$ cat config.mk
export PLATFORM = sky130hd
export DESIGN_NAME = dns_question_encoder_top
export DESIGN_NICKNAME = d
export VERILOG_FILES = /design/src/rtl/dqe_pkg.sv /design/src/rtl/dns_question_encoder_top.sv
export SDC_FILE = /design/constraint.sdc
export NUM_CORES = 1
export LEC_CHECK = 0
export CAP_MARGIN = 20
export CORE_MARGIN = 2
export CORE_UTILIZATION = 26
export DETAILED_ROUTE_END_ITERATION = 8
export DONT_BUFFER_PORTS = 1
export HOLD_SLACK_MARGIN = 0.03
export PLACE_DENSITY_LB_ADDON = 0.1
export SKIP_CTS_REPAIR_TIMING = 1
export SKIP_LAST_GASP = 1
export SLEW_MARGIN = 20
export SYNTH_ARGS = -nofsm -noshare
export SYNTH_HDL_FRONTEND = slang
export SYNTH_SLANG_ARGS = --single-unit
$ cat constraint.sdc
create_clock -name clock -period 2.5 [get_ports clock]
set_input_delay 0.25 -clock clock [delete_from_list [all_inputs] [get_ports clock]]
set_output_delay 0.25 -clock clock [all_outputs]
set_load 0.05 [all_outputs]
$ cat src/rtl/dqe_pkg.sv
// Shared types and constants of the DNS question encoder.
`default_nettype none

package dqe_pkg;

   // Question buffer size in bytes; writes at or beyond it are suppressed.
   localparam int unsigned BUF_BYTES = 512;

   localparam logic [7:0]  DOT_CHAR    = 8'h2E;
   localparam logic [9:0]  POS_MAX     = 10'd1023;
   localparam logic [7:0]  LEN_MAX     = 8'd255;
   localparam logic [15:0] CLASS_IN    = 16'd1;
   localparam logic [15:0] QTYPE_RESET = 16'd1;

   // Writes produced by the end mark, in order.
   localparam int unsigned SUB_W        = 3;
   localparam logic [SUB_W-1:0] SUB_LEN      = 3'd0;
   localparam logic [SUB_W-1:0] SUB_TERM     = 3'd1;
   localparam logic [SUB_W-1:0] SUB_TYPE_HI  = 3'd2;
   localparam logic [SUB_W-1:0] SUB_TYPE_LO  = 3'd3;
   localparam logic [SUB_W-1:0] SUB_CLASS_HI = 3'd4;
   localparam logic [SUB_W-1:0] SUB_CLASS_LO = 3'd5;

   // Transaction queue between the name tracker and the write expander.
   localparam int unsigned FIFO_DEPTH = 4;
   localparam int unsigned PTR_W      = 2;
   localparam int unsigned CNT_W      = 3;

   typedef struct packed {
      logic [7:0] char_byte;
      logic       last_char;
   } req_type;

   typedef struct packed {
      logic [8:0] write_addr;
      logic [7:0] write_byte;
      logic       write_valid;
      logic       overflow;
      logic       run_last;
      logic       question_done;
      logic [9:0] total_length;
   } rsp_type;

   // One queued transaction: an ordinary write, or an end mark that expands to six.
   typedef struct packed {
      logic        end_mark;
      logic [10:0] first_addr;
      logic [7:0]  first_byte;
      logic [9:0]  pos;
      logic [15:0] qtype;
   } rec_type;

endpackage

`default_nettype wire

$ cat src/rtl/dns_question_encoder_top.sv
// Top level of the DNS question encoder: name tracking, queue and write expansion.
// A transaction's first write is registered in the queue and then in the output register.
// Throughput: one character per cycle while the queue has room; an end mark holds the write port for its six writes,
//   the four-entry queue takes three more characters, then a steady stream stalls.
// Reset (synchronous, active high): clears position and label length, sets the
//   query type to 1, empties the queue and drops any pending write.
`default_nettype none

module dns_question_encoder_top
   import dqe_pkg::*;
(
   input  wire logic        clock,
   input  wire logic        reset,
   input  wire logic        req_valid,
   output logic             req_ready,
   input  wire req_type     req_data,
   output logic             rsp_valid,
   input  wire logic        rsp_ready,
   output rsp_type          rsp_data,
   input  wire logic        csr_wr_en,
   input  wire logic [15:0] csr_wr_data
);

   // ---------------------------------------------------------------
   // Configuration: query type; write it only while idle (the block does not enforce this).
   // ---------------------------------------------------------------
   logic [15:0] qtype_ff;

   always_ff @(posedge clock) begin
      if (reset) begin
         qtype_ff <= QTYPE_RESET;
      end else if (csr_wr_en) begin
         qtype_ff <= csr_wr_data;
      end
   end

   // ---------------------------------------------------------------
   // Name tracking: position in the name and length of the open label.
   // Each accepted transaction is turned into one queue record here.
   // ---------------------------------------------------------------
   logic [9:0]  pos_ff, pos_in;
   logic [7:0]  len_ff, len_in;
   logic [9:0]  label_start;
   logic        req_accept;
   rec_type     rec_new;

   assign req_accept  = req_valid && req_ready;
   assign label_start = (pos_ff >= {2'b00, len_ff}) ? (pos_ff - {2'b00, len_ff}) : 10'd0;

   always_comb begin
      pos_in  = pos_ff;
      len_in  = len_ff;
      rec_new.end_mark   = req_data.last_char;
      rec_new.pos        = pos_ff;
      rec_new.qtype      = qtype_ff;
      rec_new.first_addr = {1'b0, label_start};
      rec_new.first_byte = len_ff;
      if (req_data.last_char) begin
         // End mark: the carried byte is ignored; close the name and start over.
         pos_in = 10'd0;
         len_in = 8'd0;
      end else begin
         if (req_data.char_byte == DOT_CHAR) begin
            // Dot: write the finished label's length back at its start.
            len_in = 8'd0;
         end else begin
            rec_new.first_addr = {1'b0, pos_ff} + 11'd1;
            rec_new.first_byte = req_data.char_byte;
            if (pos_ff < POS_MAX && len_ff < LEN_MAX) begin
               len_in = len_ff + 8'd1;
            end
         end
         if (pos_ff < POS_MAX) begin
            pos_in = pos_ff + 10'd1;
         end
      end
   end

   always_ff @(posedge clock) begin
      if (reset) begin
         pos_ff <= 10'd0;
         len_ff <= 8'd0;
      end else if (req_accept) begin
         pos_ff <= pos_in;
         len_ff <= len_in;
      end
   end

   // ---------------------------------------------------------------
   // Transaction queue: absorbs characters while an end mark drains.
   // ---------------------------------------------------------------
   rec_type            fifo_ff [FIFO_DEPTH];
   logic [PTR_W-1:0]   wr_ptr_ff, rd_ptr_ff;
   logic [CNT_W-1:0]   count_ff, count_in;
   logic               head_valid;
   logic               pop;
   rec_type            head;

   assign req_ready  = (count_ff != CNT_W'(FIFO_DEPTH));
   assign head_valid = (count_ff != '0);
   assign head       = fifo_ff[rd_ptr_ff];

   always_ff @(posedge clock) begin
      if (req_accept) begin
         fifo_ff[wr_ptr_ff] <= rec_new;
      end
   end

   always_comb begin
      count_in = count_ff;
      if (req_accept && !pop) begin
         count_in = count_ff + CNT_W'(1);
      end else if (!req_accept && pop) begin
         count_in = count_ff - CNT_W'(1);
      end
   end

   always_ff @(posedge clock) begin
      if (reset) begin
         wr_ptr_ff <= '0;
         rd_ptr_ff <= '0;
         count_ff  <= '0;
      end else begin
         count_ff <= count_in;
         if (req_accept) begin
            wr_ptr_ff <= wr_ptr_ff + PTR_W'(1);
         end
         if (pop) begin
            rd_ptr_ff <= rd_ptr_ff + PTR_W'(1);
         end
      end
   end

   // ---------------------------------------------------------------
   // Write expander: one write per cycle from the queue head, unless the
   // output stalls. An end mark steps through its six writes with the sub-index counter.
   // ---------------------------------------------------------------
   logic [SUB_W-1:0] sub_ff, sub_in;
   logic [10:0]      exp_addr;
   logic [7:0]       exp_byte;
   logic             exp_last;
   logic             exp_done;
   logic [10:0]      total_sum;
   logic [9:0]       total_sat;
   logic             exp_inside;
   logic             rsp_load;
   rsp_type          rsp_in;
   rsp_type          rsp_ff;
   logic             rsp_valid_ff;

   assign total_sum = {1'b0, head.pos} + 11'd6;
   assign total_sat = (total_sum > {1'b0, POS_MAX}) ? POS_MAX : total_sum[9:0];

   always_comb begin
      exp_addr = head.first_addr;
      exp_byte = head.first_byte;
      exp_last = 1'b1;
      exp_done = 1'b0;
      if (head.end_mark) begin
         exp_addr = {1'b0, head.pos} + {8'd0, sub_ff};
         exp_last = 1'b0;
         unique case (sub_ff)
            SUB_LEN: begin
               exp_addr = head.first_addr;
               exp_byte = head.first_byte;
            end
            SUB_TERM:     exp_byte = 8'd0;
            SUB_TYPE_HI:  exp_byte = head.qtype[15:8];
            SUB_TYPE_LO:  exp_byte = head.qtype[7:0];
            SUB_CLASS_HI: exp_byte = CLASS_IN[15:8];
            SUB_CLASS_LO: begin
               exp_byte = CLASS_IN[7:0];
               exp_last = 1'b1;
               exp_done = 1'b1;
            end
            default:      exp_byte = 8'd0;
         endcase
      end
   end

   assign exp_inside = (32'(exp_addr) < BUF_BYTES);

   always_comb begin
      rsp_in.write_addr    = exp_addr[8:0];
      rsp_in.write_byte    = exp_byte;
      rsp_in.write_valid   = exp_inside;
      rsp_in.overflow      = !exp_inside;
      rsp_in.run_last      = exp_last;
      rsp_in.question_done = exp_done;
      rsp_in.total_length  = exp_done ? total_sat : 10'd0;
   end

   // Load the output register whenever it is empty or being drained.
   assign rsp_load = head_valid && (!rsp_valid_ff || rsp_ready);
   assign pop      = rsp_load && (!head.end_mark || sub_ff == SUB_CLASS_LO);

   always_comb begin
      sub_in = sub_ff;
      if (pop) begin
         sub_in = SUB_LEN;
      end else if (rsp_load) begin
         sub_in = sub_ff + SUB_W'(1);
      end
   end

   always_ff @(posedge clock) begin
      if (reset) begin
         sub_ff       <= SUB_LEN;
         rsp_valid_ff <= 1'b0;
      end else begin
         sub_ff <= sub_in;
         if (rsp_load) begin
            rsp_valid_ff <= 1'b1;
         end else if (rsp_ready) begin
            rsp_valid_ff <= 1'b0;
         end
      end
   end

   always_ff @(posedge clock) begin
      if (rsp_load) begin
         rsp_ff <= rsp_in;
      end
   end

   assign rsp_valid = rsp_valid_ff;
   assign rsp_data  = rsp_ff;

endmodule

`default_nettype wire

==> results by group, run 1 <==
Synthesis
  – Avg Inst Size Synth: 14.62 um^2
  – Ys Warns: 0
  – Synth area leaders: edfxtp_1 (58%), dfxtp_1 (8.4%), mux4_2 (8.3%)
  – Netlist Area Pre-Place: 11,170 um^2
  – Top cell type's share of synthesized area: 57.81%
  – Ys async rst share: 0%
  – Prevailing post-synth register cell: edfxtp_1
  – Register area share after synthesis: 66.23%
  – Synth Register Bits: 262
  – Cell with the most instances after synthesis: edfxtp_1
  – Gate Count Post-Synth: 764
  – Syn nets: 821
  – Cell type with the largest total area after synthesis: edfxtp_1
  – Post-synth EDFFs: 215
  – Post-synth cell types: 54
  – Commonest cells in the synthesized netlist: edfxtp_1 (215), nor2_1 (64), nand2_1 (48)

Routing
  – Routed len/inst: 19.41 um
  – DR iter-0 viols: 390
  – Routed Antenna Nets: 0
  – DRT Wirelength: 27.97 mm
  – Post-route DRC: 0
  – Vias per cell: 4.681
  – Drt first pass iters: 4
  – Via count: 6,745

Placed design
  – GPL Wtd Cong: 0.7918
  – HPWL after detailed placement: 18.20 mm
  – Number of port buffers: 0

STA
  – Slew of the pin with the lowest slew margin: 0.7080 ns
  – Slew margin rel.: 52.30%
  – Final Cycle Share: 97.54%
  – Setup repair after global routing missed its margin: true
  – Max-slew violations: 0
  – Setup violators final: 0
  – Worst hold slack: 0.03071 ns
  – Final Hold Viols: 0
  – Fmax: 0.4101 GHz
  – Setup tns final: 0 ns
  – Post-route minimum period: 2.439 ns
  – Worst Skew: 0.01581 ns

Floorplan
  – Die width: 211.3 um
  – Initial core utilization: 26.51%
  – Die height: 211.3 um
  – Core area: 42,130 um^2
  – Num ports: 63
  – Die area: 44,630 um^2
  – # rows: 75

Hold path
  – Worst hold path type: input port to register

Power and ir drop
  – Pwr per Cell Area: 1049 nW/um^2
  – Max VDD drop: 0.0004420 V
  – Static Leak: 4.847 nW

Clock network
  – Clock Latency Late Sink: 0.53 ns
  – H-tree Lvls: 2
  – CTS tree: built
  – Sink Count: 262
  – CTS Root Cell: clkbuf_16
  – CTS Buf Count: 34
  – Clock buffer depth: 3
  – Clock transition at the registers of the reported paths: 0.07 ns

Cells and area
  – Antenna diode instance count: 0
  – # fillers: 4,043
  – Fraction of layout cells with a size suffix above 1: 21.95%
  – NumNets Final: 935
  – Layout area overhead: 24.26%

Critical path
  – Path type of the worst setup path: register to register
  – Crit end category: register
  – Worst-path fanout max: 4
  – Crit start category: register
  – CP required: 2.89 ns
  – R2r setup slk: 0.06 ns
  – Crit path DAT: 2.83 ns

Run
  – Maxcap violations: 0

GRT
  – GRT Total Usage: 12.60%
  – Vias in the first global route: 6,985
  – Global-route wire length before repair: 41.92 mm
  – Remaining Overflow, GRT: 0
  – Antenna violations before repair: 0
  – Largest net degree at the start of global routing: 42

Outcome
  – Outcome: finished, final reports clean
sequential cells by signal (all words and copies together) (netlist names), named ones only:
signal and count:
fifo_ff 184, count_ff 3, qtype_ff 16, pos_ff 10, wr_ptr_ff 2, rsp_data 31
len_ff 8, rd_ptr_ff 2, rsp_valid 1, sub_ff 3
critical path, stage by stage, from the launching register on:
cell     delay [ns]
dfxtp_4        0.38
buf_6          0.11
mux4_2         0.53
buf_4          0.15
buf_4          0.12
o21ai_2        0.15
nor2_1         0.07
xnor2_1        0.15
or4_4          0.57
nand2_2        0.08
through the flow:
step                      power (mW)  setup WS [ns]  instance area (um^2)  std cells  utilization [%]
after global routing           15.28       -0.04141                 13880       1441            32.94
after global placement         9.860      -0.006437                 12310       1341            29.23
after floorplan                8.627        -0.2243                 11190        764                -
final                          14.55        0.06138                 13880       1441            32.94
after CTS                      14.63       -0.09143                 13370       1401            31.73
after detailed placement       9.911       -0.08762                 12310       1341            29.23
routing by layer:
layer | part of all wire [%] | vias to the layer above | track usage (%)
met5 | 0 | - | 0
met4 | 2.3 | 0 | 4.444
met3 | 5.3 | 47 | 3.286
met2 | 46 | 161 | 19.79
met1 | 46 | 3400 | 16.82
li1 | - | 3137 | -
path summary, 6_finish.rpt:
kind                      end  cells past startpoint   startpoint
setup / recovery  rsp_data[2]                      9     register
hold / removal      pos_ff[8]                      3  req_data[0]
setup reg to reg  rsp_data[2]                      9     register
hold reg to reg     len_ff[1]                      2    len_ff[1]
placed cells by master, fill, tap and decap left out, types with 7 or more instances in the layout:
cell and instances:
a21o_1 11, a21oi_1 36, a22o_1 7, buf_12 7
buf_4 64, clkbuf_1 8, clkbuf_16 35, dfxtp_1 44
dlygate4sd3_1 38, edfxtp_1 215, ha_1 21, inv_1 27
mux2i_1 20, mux4_2 42, nand2_1 43, nand3_1 17
nand4_1 12, nor2_1 64, nor3_1 13, o21ai_0 31
xnor2_1 19, xor2_1 14
kinds of logic (layout without fill, tap and decap cells):
family | count (synthesis) | in the layout | synth area share [%]
compound gates | 121 | 121 | 6.554
xor+xnor | 33 | 33 | 2.588
fa+ha+maj | 27 | 27 | 3.227
buf+inv | 62 | 200 | 2.386
flops | 262 | 262 | 66.23
mux | 67 | 67 | 10.92
simple gates | 192 | 192 | 8.089
report_power, final:
| group | total [mW] | switching [mW] | internal (mW) |
|---|---|---|---|
| logic | 3.16 | 1.76 | 1.39 |
| clock network | 4.64 | 1.86 | 2.78 |
| registers | 6.76 | 1.13 | 5.63 |
| total | 14.6 | 4.75 | 9.80 |
layout make-up:
type | instances | area (um^2) | share of cell area (%)
clock buffers | 43 | 905.9 | 6.528
clock inverters | 17 | 148.9 | 1.073
inverters | 29 | 112.6 | 0.8115
multi-input cells | 440 | 3605 | 25.98
flip-flops and latches | 262 | 7403 | 53.35
well taps | 539 | 674.4 | 4.860
repair buffers | 111 | 1027 | 7.402
(Power assumes the default switching activity.)
==> inputs of run 2 (changes only) <==
- CELL_PAD_IN_SITES_DETAIL_PLACEMENT: default -> 1
- CELL_PAD_IN_SITES_GLOBAL_PLACEMENT: default -> 1
==> run 2 against run 1 <==
The flow now finishes with violations (setup timing). Global-route usage increased by 0.74 points. Clock power decreased by 11%. Cell count increased by 1.3%. Cell area increased by 0.99%. Sequential power about the same. Combinational power increased by 3%. Setup slack got worse by 0.072 ns. Sequential cell count unchanged. Register-to-register slack got worse by 0.07 ns. Via count increased by 0.76%. Critical endpoint unchanged.
==> results by group, run 2 (synthesized netlist as in run 1, its figures left out) <==
Hold path
  – Worst hold path type: input port to register
  – Hold Path End: fifo_ff[3][30]
  – Hold path start: req_data[0]
  – WHS Path Cells: 1

Critical path
  – Worst-path fanout max: 5
  – Bufs and invs on worst path: 2
  – R2r setup slk: -0.01 ns
  – R2r endpoint: rsp_data[2]
  – R2R cell count: 8
  – Critical path's slowest cell: mux4_2
  – Crit path max-delay family: simple AND/OR/NAND/NOR gates
  – Crit start category: register
  – CP required: 2.95 ns
  – Max incr delay on CP: 0.56 ns
  – Path type of the worst setup path: register to register
  – Crit end category: register
  – Crit path cell chain: buf_6, mux4_2, inv_2, ha_4, nor2_1, or4_4, or4_4, nand2_2
  – Critical Path Most Common Cell: or4_4
  – Crit path DAT: 2.96 ns

STA
  – Post-route minimum period: 2.510 ns
  – Final Hold Viols: 0
  – Max-slew violations: 0
  – Slew margin rel.: 40.38%
  – Worst Skew: 0.02634 ns
  – Setup violators final: 1
  – Final Cycle Share: 100.4%
  – Setup repair after global routing missed its margin: true
  – Worst Slack Setup Final: -0.01018 ns
  – Slew of the pin with the lowest slew margin: 0.8850 ns
  – Fmax: 0.3984 GHz

GRT
  – Remaining Overflow, GRT: 0
  – GRT Total Usage: 13.34%
  – Antenna violations before repair: 2
  – Global-route wire length before repair: 44.99 mm
  – Vias in the first global route: 7,387
  – Largest net degree at the start of global routing: 42

Cells and area
  – Most common cell after layout, fill and taps aside: edfxtp_1
  – FF+latch area: 7403 um^2
  – Antenna diode instance count: 0
  – Most frequent cells in the layout: edfxtp_1 (215), buf_4 (86), nor2_1 (62), dfxtp_1 (44)
  – Fraction of layout cells with a size suffix above 1: 24.00%
  – Multi-input gate area: 3656 um^2
  – Layout area overhead: 25.49%
  – Top reg by flops: fifo_ff
  – Layout Cells excl Fill: 1,460
  – Final instance area: 14,010 um^2
  – NumNets Final: 955
  – # fillers: 4,344
  – Max reg flops: 184

Floorplan
  – Num ports: 63
  – Die height: 211.3 um
  – Core area: 42,130 um^2
  – Die width: 211.3 um
  – # rows: 75
  – Die area: 44,630 um^2
  – Initial core utilization: 26.51%

Power and ir drop
  – Pwr per Cell Area: 1013 nW/um^2
  – Static Leak: 4.901 nW
  – Max VDD drop: 0.0005498 V

Placed design
  – GPL Wtd Cong: 0.7602
  – Area after DPL: 12,490 um^2
  – HPWL after detailed placement: 20.09 mm
  – Number of port buffers: 0
  – Placed Cells: 1,361

Routing
  – Routed Antenna Nets: 0
  – Routed len/inst: 20.16 um
  – Post-route DRC: 0
  – Drt first pass iters: 4
  – DR iter-0 viols: 296
  – Vias per cell: 4.655
  – Via count: 6,796
  – DRT Wirelength: 29.44 mm

Clock network
  – Sink Count: 262
  – H-tree Lvls: 1
  – Clock buffer depth: 3
  – Clock transition at the registers of the reported paths: 0.06 ns
  – CTS Root Cell: clkbuf_16
  – CTS Buf Count: 31
  – CTS tree: built
  – Clock Latency Late Sink: 0.59 ns

Outcome
  – Outcome: finished with violations
  – Failing checks: setup timing

Run
  – Maxcap violations: 0
==> run 2: changes by cell type in the layout (fill, tap and decap cells not counted), moves of 3 or more <==
| cell | change |
|---|---|
| buf_4 | +22 |
| clkbuf_16 | -4 |
| o21ai_0 | -3 |
| o21ai_1 | +4 |
==> run 2: layout make-up <==
| class | count | share of cell area (%) |
|---|---|---|
| timing repair buffer | 134 | 8.821 |
| tap | 539 | 4.812 |
| sequential | 262 | 52.83 |
| clock inverter | 15 | 0.8481 |
| multi-input combinational | 440 | 26.09 |
| clock buffer | 41 | 5.803 |
| inverter | 29 | 0.8035 |
==> run 2: how the worst max path moves through the flow <==
stage                           start             end  slack (ns)  cells after the start
final                        register     rsp_data[2]       -0.01                      8
after global routing         register     rsp_data[2]       -0.08                      8
after CTS                   len_ff[1]  fifo_ff[0][41]       -0.21                     10
after detailed placement    len_ff[1]  fifo_ff[0][41]       -0.21                     10
after global placement      len_ff[1]  fifo_ff[0][41]       -0.17                     10
after floorplan           count_ff[0]     count_ff[2]       -0.22                     10
==> run 2: stage by stage <==
stage               hold slack [ns]  setup TNS (ns)  utilization (%)  setup slack (ns)  total power, mW
floorplan                    0.3489         -0.2243                -           -0.2243            8.627
global placement             0.3197         -0.7016            29.64           -0.1687            9.879
detailed placement           0.3215          -1.130            29.64           -0.2075            9.965
CTS                         -0.2939          -1.231            31.85           -0.2115            14.21
global route                0.04165         -0.2910            33.26          -0.08140            14.92
finish                      0.04202        -0.01018            33.26          -0.01018            14.19
==> run 2: routing by layer <==
metal	global-route usage (%)	up-vias	share of wire (%)
met5	0	-	0.044
met1	18.78	3480	48
met4	3.327	2	2.1
met3	2.260	41	3.2
met2	21.38	101	46
li1	-	3172	-
==> run 2: power breakdown <==
| group | total, mW | internal (mW) | switching, mW |
|---|---|---|---|
| Combinational | 3.27 | 1.42 | 1.85 |
| Sequential | 6.78 | 5.63 | 1.15 |
| Clock | 4.15 | 2.39 | 1.76 |
| Total | 14.2 | 9.43 | 4.77 |
==> inputs of run 3 (changes only) <==
- SETUP_SLACK_MARGIN: default -> 0.2
==> run 3 against run 2 <==
The run now ends clean. First-iteration DRC count down 8.4%. Die area unchanged. Power up 1.4%. Setup slack better by 0.025 ns. Worst hold slack worse by 0.041 ns. Sequential cell count unchanged. Cell area increased by 0.73%. Wire length is 1.0% higher. Clock power rose by 4%. Cell count fell by 0.68%. Register-to-register slack improved by 0.02 ns. Non-clock buffer count is 10 lower.
==> results by group, run 3 (synthesized netlist as in run 1, its figures left out) <==
Outcome
  – Outcome: finished, final reports clean

Hold path
  – Hold path start: req_data[0]
  – Worst hold path type: input port to register

STA
  – Final Cycle Share: 99.41%
  – Setup repair after global routing missed its margin: true
  – Slew of the pin with the lowest slew margin: 0.9180 ns
  – Final Hold Viols: 0
  – Max-slew violations: 0
  – Fmax: 0.4024 GHz
  – Post-route minimum period: 2.485 ns
  – Setup violators final: 0
  – Slew margin rel.: 38.60%
  – Worst Skew: 0.01910 ns

Placed design
  – Number of port buffers: 0
  – Area after DPL: 12,390 um^2
  – GPL Wtd Cong: 0.8333
  – HPWL after detailed placement: 19.39 mm

Floorplan
  – Num ports: 63
  – Die area: 44,630 um^2
  – # rows: 75
  – Die width: 211.3 um
  – Core area: 42,130 um^2
  – Initial core utilization: 26.51%
  – Die height: 211.3 um

Clock network
  – CTS Root Cell: clkbuf_16
  – Clock buffer depth: 3
  – Sink Count: 262
  – CTS Buf Count: 30
  – CTS tree: built
  – Clock transition at the registers of the reported paths: 0.06 ns
  – Clock Latency Late Sink: 0.57 ns
  – H-tree Lvls: 1

Power and ir drop
  – Pwr per Cell Area: 1020 nW/um^2
  – Max VDD drop: 0.0004786 V
  – Static Leak: 4.896 nW
  – Clk pwr share: 29.9%
  – Int Power: 9.576 mW
  – Sw Pwr: 4.818 mW
  – Combinational share of power: 22.9%
  – Sw frac: 33.47%
  – Flop pwr share: 47.1%

GRT
  – GRT Total Usage: 13.05%
  – Largest net degree at the start of global routing: 47
  – Antenna violations before repair: 0
  – Vias in the first global route: 7,236
  – Remaining Overflow, GRT: 0
  – Global-route wire length before repair: 44.02 mm

Cells and area
  – Antenna diode instance count: 0
  – NumNets Final: 944
  – Top reg by flops: fifo_ff
  – Max reg flops: 184
  – Most common cell after layout, fill and taps aside: edfxtp_1
  – Layout area overhead: 26.41%
  – Final instance area: 14,120 um^2
  – Fraction of layout cells with a size suffix above 1: 26.78%
  – Most frequent cells in the layout: edfxtp_1 (215), buf_4 (74), nor2_1 (60), nand2_1 (43), mux4_2 (42)
  – Final Core Density: 33.51%

Routing
  – Post-route DRC: 0
  – Routed len/inst: 20.51 um
  – Via count: 6,831
  – Drt first pass iters: 4
  – DRT Wirelength: 29.74 mm
  – DR iter-0 viols: 271
  – Routed Antenna Nets: 0
  – Vias per cell: 4.711

Critical path
  – Crit path DAT: 2.79 ns
  – CP required: 2.80 ns
  – Worst-path fanout max: 5
  – Path type of the worst setup path: register to register
  – Crit start category: register
  – Crit end category: register

Run
  – Maxcap violations: 0
-- run 3: power by group through the flow --
stage	registers (mW)	logic, mW	clock network (mW)
final	6.78	3.30	4.31
after global routing	6.86	3.65	4.62
after CTS	6.80	3.05	4.46
after detailed placement	6.89	3.04	0
after global placement	6.85	2.98	0
after floorplan	6.82	1.88	0
-- run 3: final cells by class --
class | count | area, um^2
sequential | 262 | 7415
inverter | 29 | 117.6
clock inverter | 13 | 125.1
multi-input combinational | 440 | 3765
timing repair buffer | 124 | 1161
fill | 4299 | 28020
clock buffer | 43 | 859.6
tap | 539 | 674.4
-- run 3: worst paths after layout --
| path | end | slack [ns] | cells after the start |
|---|---|---|---|
| hold reg to reg | fifo_ff[1][4] | 0.50 | 0 |
| setup / recovery | rsp_data[28] | 0.01 | 9 |
| setup reg to reg | rsp_data[28] | 0.01 | 9 |
| hold / removal | pos_ff[7] | 0.001 | 3 |
-- run 3: worst max-delay path, cell delays in order, from the launching register on --
cell and delay, ns:
dfxtp_4 0.39, mux4_2 0.56, ha_4 0.19, fa_2 0.35, a21o_1 0.20, nand2_2 0.10, buf_4 0.13, nor2_4 0.03
xnor2_2 0.18, o21ai_1 0.09
-- run 3: through the flow --
| stage | cells | power, mW | worst slack (ns) | hold slack, ns | TNS, ns |
|---|---|---|---|---|---|
| finish | 1450 | 14.39 | 0.01475 | 0.001484 | 0 |
| global route | 1450 | 15.14 | -0.06474 | 0.04728 | -0.2631 |
| CTS | 1400 | 14.32 | -0.06171 | -0.3016 | -0.2025 |
| detailed placement | 1344 | 9.926 | -0.03133 | 0.3206 | -0.1122 |
| global placement | 1344 | 9.823 | 0.01535 | 0.3173 | 0 |
| floorplan | 764 | 8.701 | -0.1444 | 0.3489 | -0.1444 |
-- run 3: layer usage --
metal,global-route usage [%],vias to the layer above,wire [um]
li1,-,3151,-
met1,18.30,3515,13790
met2,20.61,124,13630
met3,2.528,41,1733
met4,3.545,0,586
met5,0,-,0
